## src/rtl/assert_macros.svh

```systemverilog
// Assertion macros shared by the wheel speed controller RTL.
`ifndef ASSERT_MACROS_SVH
`define ASSERT_MACROS_SVH

// Check a property on every clock edge outside reset.
`define WSPP_ASSERT(lbl, prop, msg) \
  lbl: assert property (@(posedge clk) disable iff (!rst_n) (prop)) \
    else $error(msg);

// Check that a condition leads to a consequence in the next cycle.
`define WSPP_ASSERT_NEXT(lbl, ante, cons, msg) \
  lbl: assert property (@(posedge clk) disable iff (!rst_n) (ante) |=> (cons)) \
    else $error(msg);

`endif

```

## src/rtl/wspp_pkg.sv

```systemverilog
// Constants, types and helpers for the wheel speed PID / PWM controller.
package wspp_pkg;

  // Encoder count window and center
  localparam logic [15:0] CNT_HIGH   = 16'h8400;
  localparam logic [15:0] CNT_LOW    = 16'h7C00;
  localparam logic [15:0] CNT_CENTER = 16'h8000;

  localparam logic [6:0]         SPEED_LIMIT = 7'd127;
  localparam logic signed [7:0]  ERR_OVF     = 8'sd119;
  localparam logic signed [9:0]  ERR_MAX     = 10'sd127;
  localparam logic signed [9:0]  ERR_MIN     = -10'sd128;
  localparam logic [9:0]         P_LIMIT     = 10'd900;
  localparam logic [6:0]         D_LIMIT     = 7'd127;
  localparam logic signed [15:0] I_LIMIT     = 16'sd500;
  localparam logic [9:0]         DUTY_FULL   = 10'd1020;

  // (2^17 + 1) / 3: exact floor(x / 3) for any 16-bit x after >> 17
  localparam logic [16:0] DIV3_RECIP = 17'd43691;

  localparam logic [7:0] P_GAIN_RST = 8'd25;
  localparam logic [7:0] I_GAIN_RST = 8'd4;
  localparam logic [7:0] D_GAIN_RST = 8'd1;

  localparam int IN_DATA_W  = 16;
  localparam int OUT_DATA_W = 40;

  typedef enum logic [1:0] {
    REG_P_GAIN       = 2'd0,
    REG_I_GAIN       = 2'd1,
    REG_D_GAIN       = 2'd2,
    REG_SPEED_TARGET = 2'd3
  } cfg_idx_t;

  // Result beat, highest field first
  typedef struct packed {
    logic              pad;
    logic signed [7:0] measured_speed;
    logic signed [7:0] speed_error;
    logic signed [11:0] drive_sum;
    logic              drive_forward;
    logic [9:0]        pwm_duty;
  } out_beat_t;

  // floor(x / 3) by reciprocal multiply
  function automatic logic [14:0] div3(input logic [15:0] x);
    logic [32:0] prod;
    prod = {17'b0, x} * {16'b0, DIV3_RECIP};
    return prod[31:17];
  endfunction

endpackage

```

## src/rtl/wheel_speed_pid_pwm.sv

```systemverilog
// Wheel speed PID controller: encoder count in, PWM duty and drive terms out.
// Each input beat is one control tick carrying the encoder count (0x8000 means no motion);
// the block clamps it, scales it to a saturated speed, forms the error against
// speed_target, builds clamped P, D and I terms (gain product divided by three, toward
// zero) and returns one result beat with duty, direction, drive sum, error and speed.
// It sustains one beat per clock cycle while the result side keeps up; a result passes
// through three register stages: input register, gain-product register and result
// register. Backpressure on the result side stalls the stages in order, so the input
// side keeps taking beats while bubbles remain.
// Gains and target are to be written by the user through the cfg port only while no tick
// is in flight; the block does not enforce this. Writes take effect at once.
`include "assert_macros.svh"

module wheel_speed_pid_pwm
  import wspp_pkg::*;
(
  input  logic                  clk,
  input  logic                  rst_n,
  // Configuration write port
  input  logic                  cfg_we,
  input  logic [1:0]            cfg_addr,
  input  logic [7:0]            cfg_wdata,
  // Input stream
  input  logic                  in_tvalid,
  output logic                  in_tready,
  input  logic [IN_DATA_W-1:0]  in_tdata,   // [15:0] position_count
  // Result stream
  output logic                  out_tvalid,
  input  logic                  out_tready,
  output logic [OUT_DATA_W-1:0] out_tdata   // [9:0] pwm_duty, [10] drive_forward,
                                            // [22:11] drive_sum, [30:23] speed_error,
                                            // [38:31] measured_speed, [39] zero
);

  // Configuration registers
  logic [7:0]        p_gain_r, i_gain_r, d_gain_r;
  logic signed [7:0] speed_target_r;

  always_ff @(posedge clk) begin
    if (!rst_n) begin
      p_gain_r       <= P_GAIN_RST;
      i_gain_r       <= I_GAIN_RST;
      d_gain_r       <= D_GAIN_RST;
      speed_target_r <= '0;
    end else if (cfg_we) begin
      case (cfg_idx_t'(cfg_addr))
        REG_P_GAIN:       p_gain_r       <= cfg_wdata;
        REG_I_GAIN:       i_gain_r       <= cfg_wdata;
        REG_D_GAIN:       d_gain_r       <= cfg_wdata;
        REG_SPEED_TARGET: speed_target_r <= signed'(cfg_wdata);
        default: ;
      endcase
    end
  end

  // ------------------------------------------------------------------
  // Stage handshake: each stage advances when the next one is free.
  // ------------------------------------------------------------------
  logic s0_v_r, s1_v_r, out_v_r;
  logic out_rdy, s1_rdy, s0_rdy, s0_adv, s1_adv;

  assign out_rdy   = !out_v_r || out_tready;
  assign s1_rdy    = !s1_v_r || out_rdy;
  assign s0_rdy    = !s0_v_r || s1_rdy;
  assign s0_adv    = s0_v_r && s1_rdy;
  assign s1_adv    = s1_v_r && out_rdy;
  assign in_tready = s0_rdy;

  // ------------------------------------------------------------------
  // Stage 0: input register
  // ------------------------------------------------------------------
  logic [15:0] s0_cnt_r;

  // ------------------------------------------------------------------
  // Stage 0 -> 1 logic: speed, error, error change and gain products
  // ------------------------------------------------------------------
  logic [15:0]       cnt_c;
  logic [10:0]       diff_c;
  logic              diff_neg;
  logic [9:0]        diff_mag;
  logic [7:0]        spd_q;
  logic [6:0]        spd_sat;
  logic signed [7:0] spd_c;
  logic signed [9:0] err_raw;
  logic signed [7:0] err_c;
  logic              err_neg;
  logic [7:0]        err_abs;
  logic signed [8:0] derr_c;
  logic              derr_neg;
  logic [7:0]        derr_abs;
  logic signed [7:0] prev_err_r;

  always_comb begin
    // Clamp the count into the open window around the center
    cnt_c = s0_cnt_r;
    if (s0_cnt_r >= CNT_HIGH) begin
      cnt_c = CNT_HIGH - 16'd1;
    end else if (s0_cnt_r <= CNT_LOW) begin
      cnt_c = CNT_LOW + 16'd1;
    end

    // Offset fits 11 bits signed; divide the magnitude by four (toward zero)
    diff_c   = 11'(cnt_c - CNT_CENTER);
    diff_neg = diff_c[10];
    diff_mag = diff_neg ? 10'(-diff_c) : diff_c[9:0];
    spd_q    = diff_mag[9:2];
    spd_sat  = (spd_q > {1'b0, SPEED_LIMIT}) ? SPEED_LIMIT : spd_q[6:0];
    spd_c    = diff_neg ? -signed'({1'b0, spd_sat}) : signed'({1'b0, spd_sat});

    // Error with overflow folded to +-119 by its true sign
    err_raw = 10'(spd_c) - 10'(speed_target_r);
    if (err_raw > ERR_MAX) begin
      err_c = ERR_OVF;
    end else if (err_raw < ERR_MIN) begin
      err_c = -ERR_OVF;
    end else begin
      err_c = err_raw[7:0];
    end

    err_neg  = err_c[7];
    err_abs  = err_neg ? 8'(-err_c) : err_c;
    derr_c   = 9'(err_c) - 9'(prev_err_r);
    derr_neg = derr_c[8];
    derr_abs = derr_neg ? 8'(-derr_c) : derr_c[7:0];
  end

  // ------------------------------------------------------------------
  // Stage 1: product register
  // ------------------------------------------------------------------
  logic [15:0]       s1_pm_r, s1_im_r, s1_dm_r;
  logic              s1_eneg_r, s1_dneg_r, s1_clr_r;
  logic signed [7:0] s1_err_r, s1_spd_r;

  // ------------------------------------------------------------------
  // Stage 1 -> out logic: divide by three, clamp, integrate, sum
  // ------------------------------------------------------------------
  logic [14:0]        pq, dq, iq;
  logic [9:0]         p_mag;
  logic [6:0]         d_mag;
  logic signed [11:0] p_term, d_term;
  logic signed [15:0] i_step, i_acc;
  logic signed [9:0]  integ_r, integ_nxt;
  logic signed [11:0] sum_c;
  logic [10:0]        sum_abs;
  logic [9:0]         mag_c;
  out_beat_t          out_nxt, out_r;

  always_comb begin
    pq = div3(s1_pm_r);
    dq = div3(s1_dm_r);
    iq = div3(s1_im_r);

    p_mag  = (pq > {5'b0, P_LIMIT}) ? P_LIMIT : pq[9:0];
    d_mag  = (dq > {8'b0, D_LIMIT}) ? D_LIMIT : dq[6:0];
    p_term = s1_eneg_r ? -signed'({2'b0, p_mag}) : signed'({2'b0, p_mag});
    d_term = s1_dneg_r ? -signed'({5'b0, d_mag}) : signed'({5'b0, d_mag});

    // Accumulate, clear at rest, clamp
    i_step = s1_eneg_r ? -signed'({1'b0, iq}) : signed'({1'b0, iq});
    i_acc  = 16'(integ_r) + i_step;
    if (s1_clr_r) begin
      integ_nxt = '0;
    end else if (i_acc > I_LIMIT) begin
      integ_nxt = I_LIMIT[9:0];
    end else if (i_acc < -I_LIMIT) begin
      integ_nxt = 10'(-I_LIMIT);
    end else begin
      integ_nxt = i_acc[9:0];
    end

    sum_c   = p_term + d_term + 12'(integ_nxt);
    sum_abs = sum_c[11] ? 11'(-sum_c) : sum_c[10:0];
    mag_c   = (sum_abs > {1'b0, DUTY_FULL}) ? DUTY_FULL : sum_abs[9:0];

    out_nxt.pad            = 1'b0;
    out_nxt.measured_speed = s1_spd_r;
    out_nxt.speed_error    = s1_err_r;
    out_nxt.drive_sum      = sum_c;
    out_nxt.drive_forward  = !sum_c[11];
    out_nxt.pwm_duty       = DUTY_FULL - mag_c;
  end

  // ------------------------------------------------------------------
  // Control registers and state
  // ------------------------------------------------------------------
  always_ff @(posedge clk) begin
    if (!rst_n) begin
      s0_v_r     <= 1'b0;
      s1_v_r     <= 1'b0;
      out_v_r    <= 1'b0;
      prev_err_r <= '0;
      integ_r    <= '0;
    end else begin
      if (s0_rdy) begin
        s0_v_r <= in_tvalid;
      end
      if (s1_rdy) begin
        s1_v_r <= s0_v_r;
      end
      if (out_rdy) begin
        out_v_r <= s1_v_r;
      end
      // Last error follows ticks in arrival order
      if (s0_adv) begin
        prev_err_r <= err_c;
      end
      if (s1_adv) begin
        integ_r <= integ_nxt;
      end
    end
  end

  // Payload registers
  always_ff @(posedge clk) begin
    if (in_tvalid && s0_rdy) begin
      s0_cnt_r <= in_tdata[15:0];
    end
    if (s0_adv) begin
      s1_pm_r   <= {8'b0, err_abs} * {8'b0, p_gain_r};
      s1_im_r   <= {8'b0, err_abs} * {8'b0, i_gain_r};
      s1_dm_r   <= {8'b0, derr_abs} * {8'b0, d_gain_r};
      s1_eneg_r <= err_neg;
      s1_dneg_r <= derr_neg;
      s1_clr_r  <= (speed_target_r == 8'sd0) && (spd_c == 8'sd0);
      s1_err_r  <= err_c;
      s1_spd_r  <= spd_c;
    end
    if (s1_adv) begin
      out_r <= out_nxt;
    end
  end

  assign out_tvalid = out_v_r;
  assign out_tdata  = out_r;

  // ------------------------------------------------------------------
  // Assertions
  // ------------------------------------------------------------------
  `WSPP_ASSERT(a_integ_range, (integ_r <= 10'sd500) && (integ_r >= -10'sd500), "integral out of range")
  `WSPP_ASSERT_NEXT(a_integ_clear, s1_adv && s1_clr_r, integ_r == 10'sd0, "integral not cleared at rest")
  `WSPP_ASSERT(a_dir_sign, !out_v_r || (out_r.drive_forward == !out_r.drive_sum[11]), "direction disagrees with sum")
  `WSPP_ASSERT(a_duty_range, !out_v_r || (out_r.pwm_duty <= DUTY_FULL), "duty above full scale")

endmodule

```

## config.mk

```make
export PLATFORM = sky130hd
export DESIGN_NAME = wheel_speed_pid_pwm
export DESIGN_NICKNAME = d
export VERILOG_FILES = /design/src/rtl/wspp_pkg.sv /design/src/rtl/wheel_speed_pid_pwm.sv
export VERILOG_INCLUDE_DIRS = /design/src /design/src/rtl
export SDC_FILE = /design/constraint.sdc
export NUM_CORES = 2
export LEC_CHECK = 0
export ABC_AREA = 0
export BUFFER_PORTS_ARGS = -buffer_cell sky130_fd_sc_hd__clkbuf_2
export CORE_ASPECT_RATIO = 0.9
export CORE_MARGIN = 2
export CORE_UTILIZATION = 62
export CTS_CLUSTER_DIAMETER = 40
export DETAILED_ROUTE_END_ITERATION = 6
export GPL_ROUTABILITY_DRIVEN = 0
export PLACE_DENSITY = 0.77
export SLEW_MARGIN = 10
export SYNTH_ARGS = -nofsm -noshare
export SYNTH_HDL_FRONTEND = slang
export SYNTH_SLANG_ARGS = --single-unit
```

## constraint.sdc

```tcl
create_clock -name clk -period 26.2 [get_ports clk]
set_input_delay 5.24 -clock clk [delete_from_list [all_inputs] [get_ports clk]]
set_output_delay 5.24 -clock clk [all_outputs]
set_load 0.03 [all_outputs]
```

Word level (Yosys, flattened, before mapping) --
Cells that the tools add are included.
Storage, ports and cells: flip-flop bits (word level) 175, word-level logic and storage cells 94, output and inout bits 42, input port bits 31
Cells by class: reduce and logical (&&, ||, !) cells 18, multiply operators 6, add/subtract/negate cells 15, equality and inequality tests 3, multiplexer cells 19, $lt $le $gt $ge 10
Operator list (count):
- $mul A16 B16 Y32 const B | 3
- $mux W10 | 6
- $mul A8 B8 Y16 | 3
- $mux W8 | 5
- $mux W11 | 3
- $mux W12 | 2
- $sub A8 B8 Y9 | 2
- $add A10 B16 Y16 | 1
- $ge A16 B16 Y1 const B | 1
- $gt A16 B10 Y1 const B | 1
- $le A16 B15 Y1 const B | 1
- $logic_not A8 Y1 | 2
- $lt A16 B10 Y1 const B | 1
- $mux W16 | 1
- $neg A15 Y16 | 1
- $neg A8 Y8 | 2
- $gt A15 B10 Y1 const B | 1
- $gt A15 B7 Y1 const B | 1
- $mux W7 | 2
- $add A12 B10 Y12 | 1
- $add A12 B12 Y12 | 1
- $neg A10 Y12 | 1
- $neg A7 Y12 | 1
- $gt A11 B10 Y1 const B | 1
- 15 further kinds | 27

Longest topological paths before layout --
depth in word-level cells 18, gate-level depth with buffers 63

Worst setup path after synthesis --
No wires, ideal clock.
path kind register to register, from reg s1_im_r[11], to reg out_r (netlist bit out_tdata[8]), data pin, period minus slack after synthesis 12.702 ns, data required time 25.928 ns, setup slack 13.498 ns, data arrival time 12.430 ns, setup time 0.272 ns, buffers on the path 0, cell stages (with the launch flop) 56, cells stage by stage edfxtp_1 > ha_1 > ha_1 > inv_1 > fa_1 > inv_1 > fa_1 > fa_1 > inv_1 > fa_1 > inv_1 > ha_1 > a21oi_1 > o211ai_1 > a211oi_1 > o22ai_1 > o211a_1 > or3_1 > [20 not listed] > nor2b_1 > o21ai_0 > a21boi_0 > o21ai_0 > a21oi_1 > a21o_1 > a21oi_1 > xnor2_1 > xnor2_1 > xor2_2 > xor2_2 > nand2_1 > xnor2_1 > or3_1 > ha_1 > a211o_1 > nor4_1 > a221oi_2
RTL lines:
- start, declared | line wheel_speed_pid_pwm.sv:130 | logic [15:0] s1_pm_r, s1_im_r, s1_dm_r;
- start signal, assigned | line wheel_speed_pid_pwm.sv:220 | s1_im_r <= {8'b0, err_abs} * {8'b0, i_gain_r};
- end signal, assigned | line wheel_speed_pid_pwm.sv:229 | out_r <= out_nxt;
- end, declared | line wheel_speed_pid_pwm.sv:146 | out_beat_t out_nxt, out_r;

==> impl_metrics.json <==
{
  "status": "finished with violations",
  "failed_checks": "DRC",
  "wl_um": 70800,
  "antenna_cells": 0,
  "fin_crit_ps": 15120,
  "rows": 76,
  "worst_setup_path_end_kind": "flip-flop",
  "first_pass_iters": 7,
  "reg2reg_depth": 59,
  "slowest_stage": "a2111oi_0",
  "clock_latency_ps": 470,
  "grt_pass1_wl_um": 118000,
  "ios": 73,
  "max_freq_mhz": 66.1,
  "min_path_cells": 0,
  "clock-sinks": 174,
  "syn_nets": 4177,
  "cpPeakStageDelay_ps": 680,
  "synthCells": 3242,
  "die_w_um": 236,
  "h-tree-depth": 4,
  "initial_core_util": 0.629,
  "cp_data_arrival_time_ps": 15410,
  "worstSetupPathType": "flip-flop to flip-flop",
  "drcViolationCount": 1,
  "grt_use_total": 0.292,
  "cts_setup_buffers": 0,
  "drv_slew": 0,
  "syn-cell-area_mm2": 0.0302,
  "cts-root-buf": "clkbuf_16",
  "async_flop_share": 0,
  "worstMarginPinSlew_ps": 1070,
  "grt_max_degree": 54,
  "wl_per_cell_um": 18.0,
  "ys_warn_count": 0,
  "r2r_end": "out_tdata[8]$_DFFE_PP_",
  "fin_tns_setup_ps": 0,
  "synth_top_flop_cell": "edfxtp_1",
  "regArea_mm2": 0.00469,
  "ys_seq_area_frac": 0.156,
  "dp_hpwl_um": 60100,
  "drv_cap": 0,
  "final_hold_viol_count": 0,
  "postCtsResizedCells": 0,
  "r2r-start": "s1_im_r[1]$_DFFE_PP_",
  "drive_gt1_frac": 0.0445,
  "grt-ovfl-total": 0,
  "grt_pass1_vias": 24000,
  "min_to": "out_tdata[35]$_DFFE_PP_",
  "rsz0062_at_grt": "false",
  "fin_util": 0.664,
  "antenna_found_initial": 0,
  "synthTopCellsByCount": "681 x inv_1, 539 x ha_1, 365 x fa_1, 275 x nand2_1, 158 x a21oi_1",
  "dieHeight_um": 213,
  "yosysTopAreaCellShare": 0.242,
  "clock_skew_ps": 18.4,
  "postSynthAreaPerCell_um2": 9.30,
  "cts.reportedPaths.clkPinSlew_ps": 90,
  "nets": 4226,
  "core-area_mm2": 0.0479,
  "dieArea_mm2": 0.0504,
  "vias": 22700,
  "synth-edff-count": 121,
  "slew_headroom": 0.284,
  "cts_buffers": 17,
  "multi_input_area_mm2": 0.0227,
  "crit_fanout": 18,
  "synth_area_leaders": "fa_1 24%, ha_1 22%, edfxtp_1 12%, inv_1 8.5%, dfxtp_1 3.5%",
  "ff2ff_setup_slack_ps": 11080,
  "drt-initial-drc-count": 1598,
  "critPathRequiredTime_ps": 26500,
  "synthDistinctLibCells": 83,
  "port_buffers": 71,
  "hold_start": "s1_spd_r[4]$_DFFE_PP_",
  "hold_class": "flip-flop to flip-flop",
  "cts_buffer_depth": 2,
  "fill_cells": 3725,
  "cts_tree": "done",
  "cp-startpoint": "s1_im_r[1]$_DFFE_PP_",
  "cts_hold_buf": 0,
  "ant_nets": 0,
  "start_kind": "flip-flop",
  "area_growth_pct": 5.60,
  "yosys.cell_count.top_type": "inv_1",
  "viasPerCell": 5.79,
  "ys_ff_latch": 174,
  "yosys.area.top_type": "fa_1",
  "setup_viol": 0,
  "fin_crit_sh": 0.577
}
-- state kept, by name, indices dropped and copies added, names as in the netlist --
signal and cells:
s1_pm_r 16, s1_im_r 16, s0_cnt_r 16, i_gain_r 8, prev_err_r 8, s1_dm_r 16
s0_v_r 1, s1_clr_r 1, d_gain_r 8, s1_v_r 1, integ_r 10, s1_err_r 7
s1_spd_r 8, out_tdata 39, s1_dneg_r 1, out_tvalid 1, p_gain_r 8, speed_target_r 8
s1_eneg_r 1
-- logic make-up after synthesis --
family | after synthesis | share of synthesized area
compound gates | 499 | 0.107
xor+xnor | 167 | 0.0490
fa+ha+maj | 905 | 0.466
buf+inv | 735 | 0.0917
flops | 174 | 0.156
mux | 37 | 0.0124
other cells | 1 | 0.000124
simple gates | 724 | 0.118
-- critical path: cells and delay by family (launching register included) --
kind | cells | cell delay [ps]
fa+ha+maj | 12 | 4460
compound gates | 19 | 3860
simple gates | 16 | 3230
xor+xnor | 8 | 2460
flops | 1 | 510
buf+inv | 4 | 400
-- how the worst max path moves through the flow --
stage / to / slack [ps] / depth (start not counted)
2_1_floorplan: out_tdata[8]$_DFFE_PP_ / 13500 / 55
3_3_place_gp: out_tdata[8]$_DFFE_PP_ / 11960 / 58
3_5_place_dp: out_tdata[8]$_DFFE_PP_ / 11380 / 59
4_1_cts: out_tdata[8]$_DFFE_PP_ / 11320 / 59
5_1_grt: out_tdata[6]$_DFFE_PP_ / 9980 / 58
6_report: out_tdata[8]$_DFFE_PP_ / 11080 / 59
-- layout make-up --
type,count,share of cell area
inverter,685,0.0808
sequential,174,0.147
timing repair buffer,80,0.0133
clock inverter,15,0.00743
multi-input combinational,2333,0.713
clock buffer,17,0.0134
tap,624,0.0245
-- layer usage --
layer	vias to the layer above	wire, µm	track usage
met4	0	1780	0.0866
met5	-	0	0
met2	769	34100	0.504
li1	10800	-	-
met1	11100	30200	0.377
met3	136	4720	0.0512
-- metrics by stage --
stage	area, µm²	worst slack [ps]	cells	hold WS (ps)
2_1_floorplan	30200	13500	3242	400
3_3_place_gp	31200	11960	3896	403
3_5_place_dp	31200	11380	3896	405
4_1_cts	31800	11320	3928	426
5_1_grt	31800	9980	3928	433
6_report	31800	11080	3928	425
-- placed cells by master, fill, tap and decap left out, types with 21 or more instances in the layout --
cell type	count
inv_1	680
ha_1	539
fa_1	365
nand2_1	275
a21oi_1	158
edfxtp_1	121
and2_1	110
nor2_1	109
xnor2_1	104
o21ai_0	97
clkbuf_2	71
xor2_1	60
dfxtp_1	53
nor2b_1	45
a21o_1	42
nand3_1	38
mux2i_1	34
nor3_1	27
o21bai_1	21
a31oi_1	21
Power is left out: the tool's default activity adds up to more than one toggle a clock period on the data nets, which glitch-free logic cannot reach.
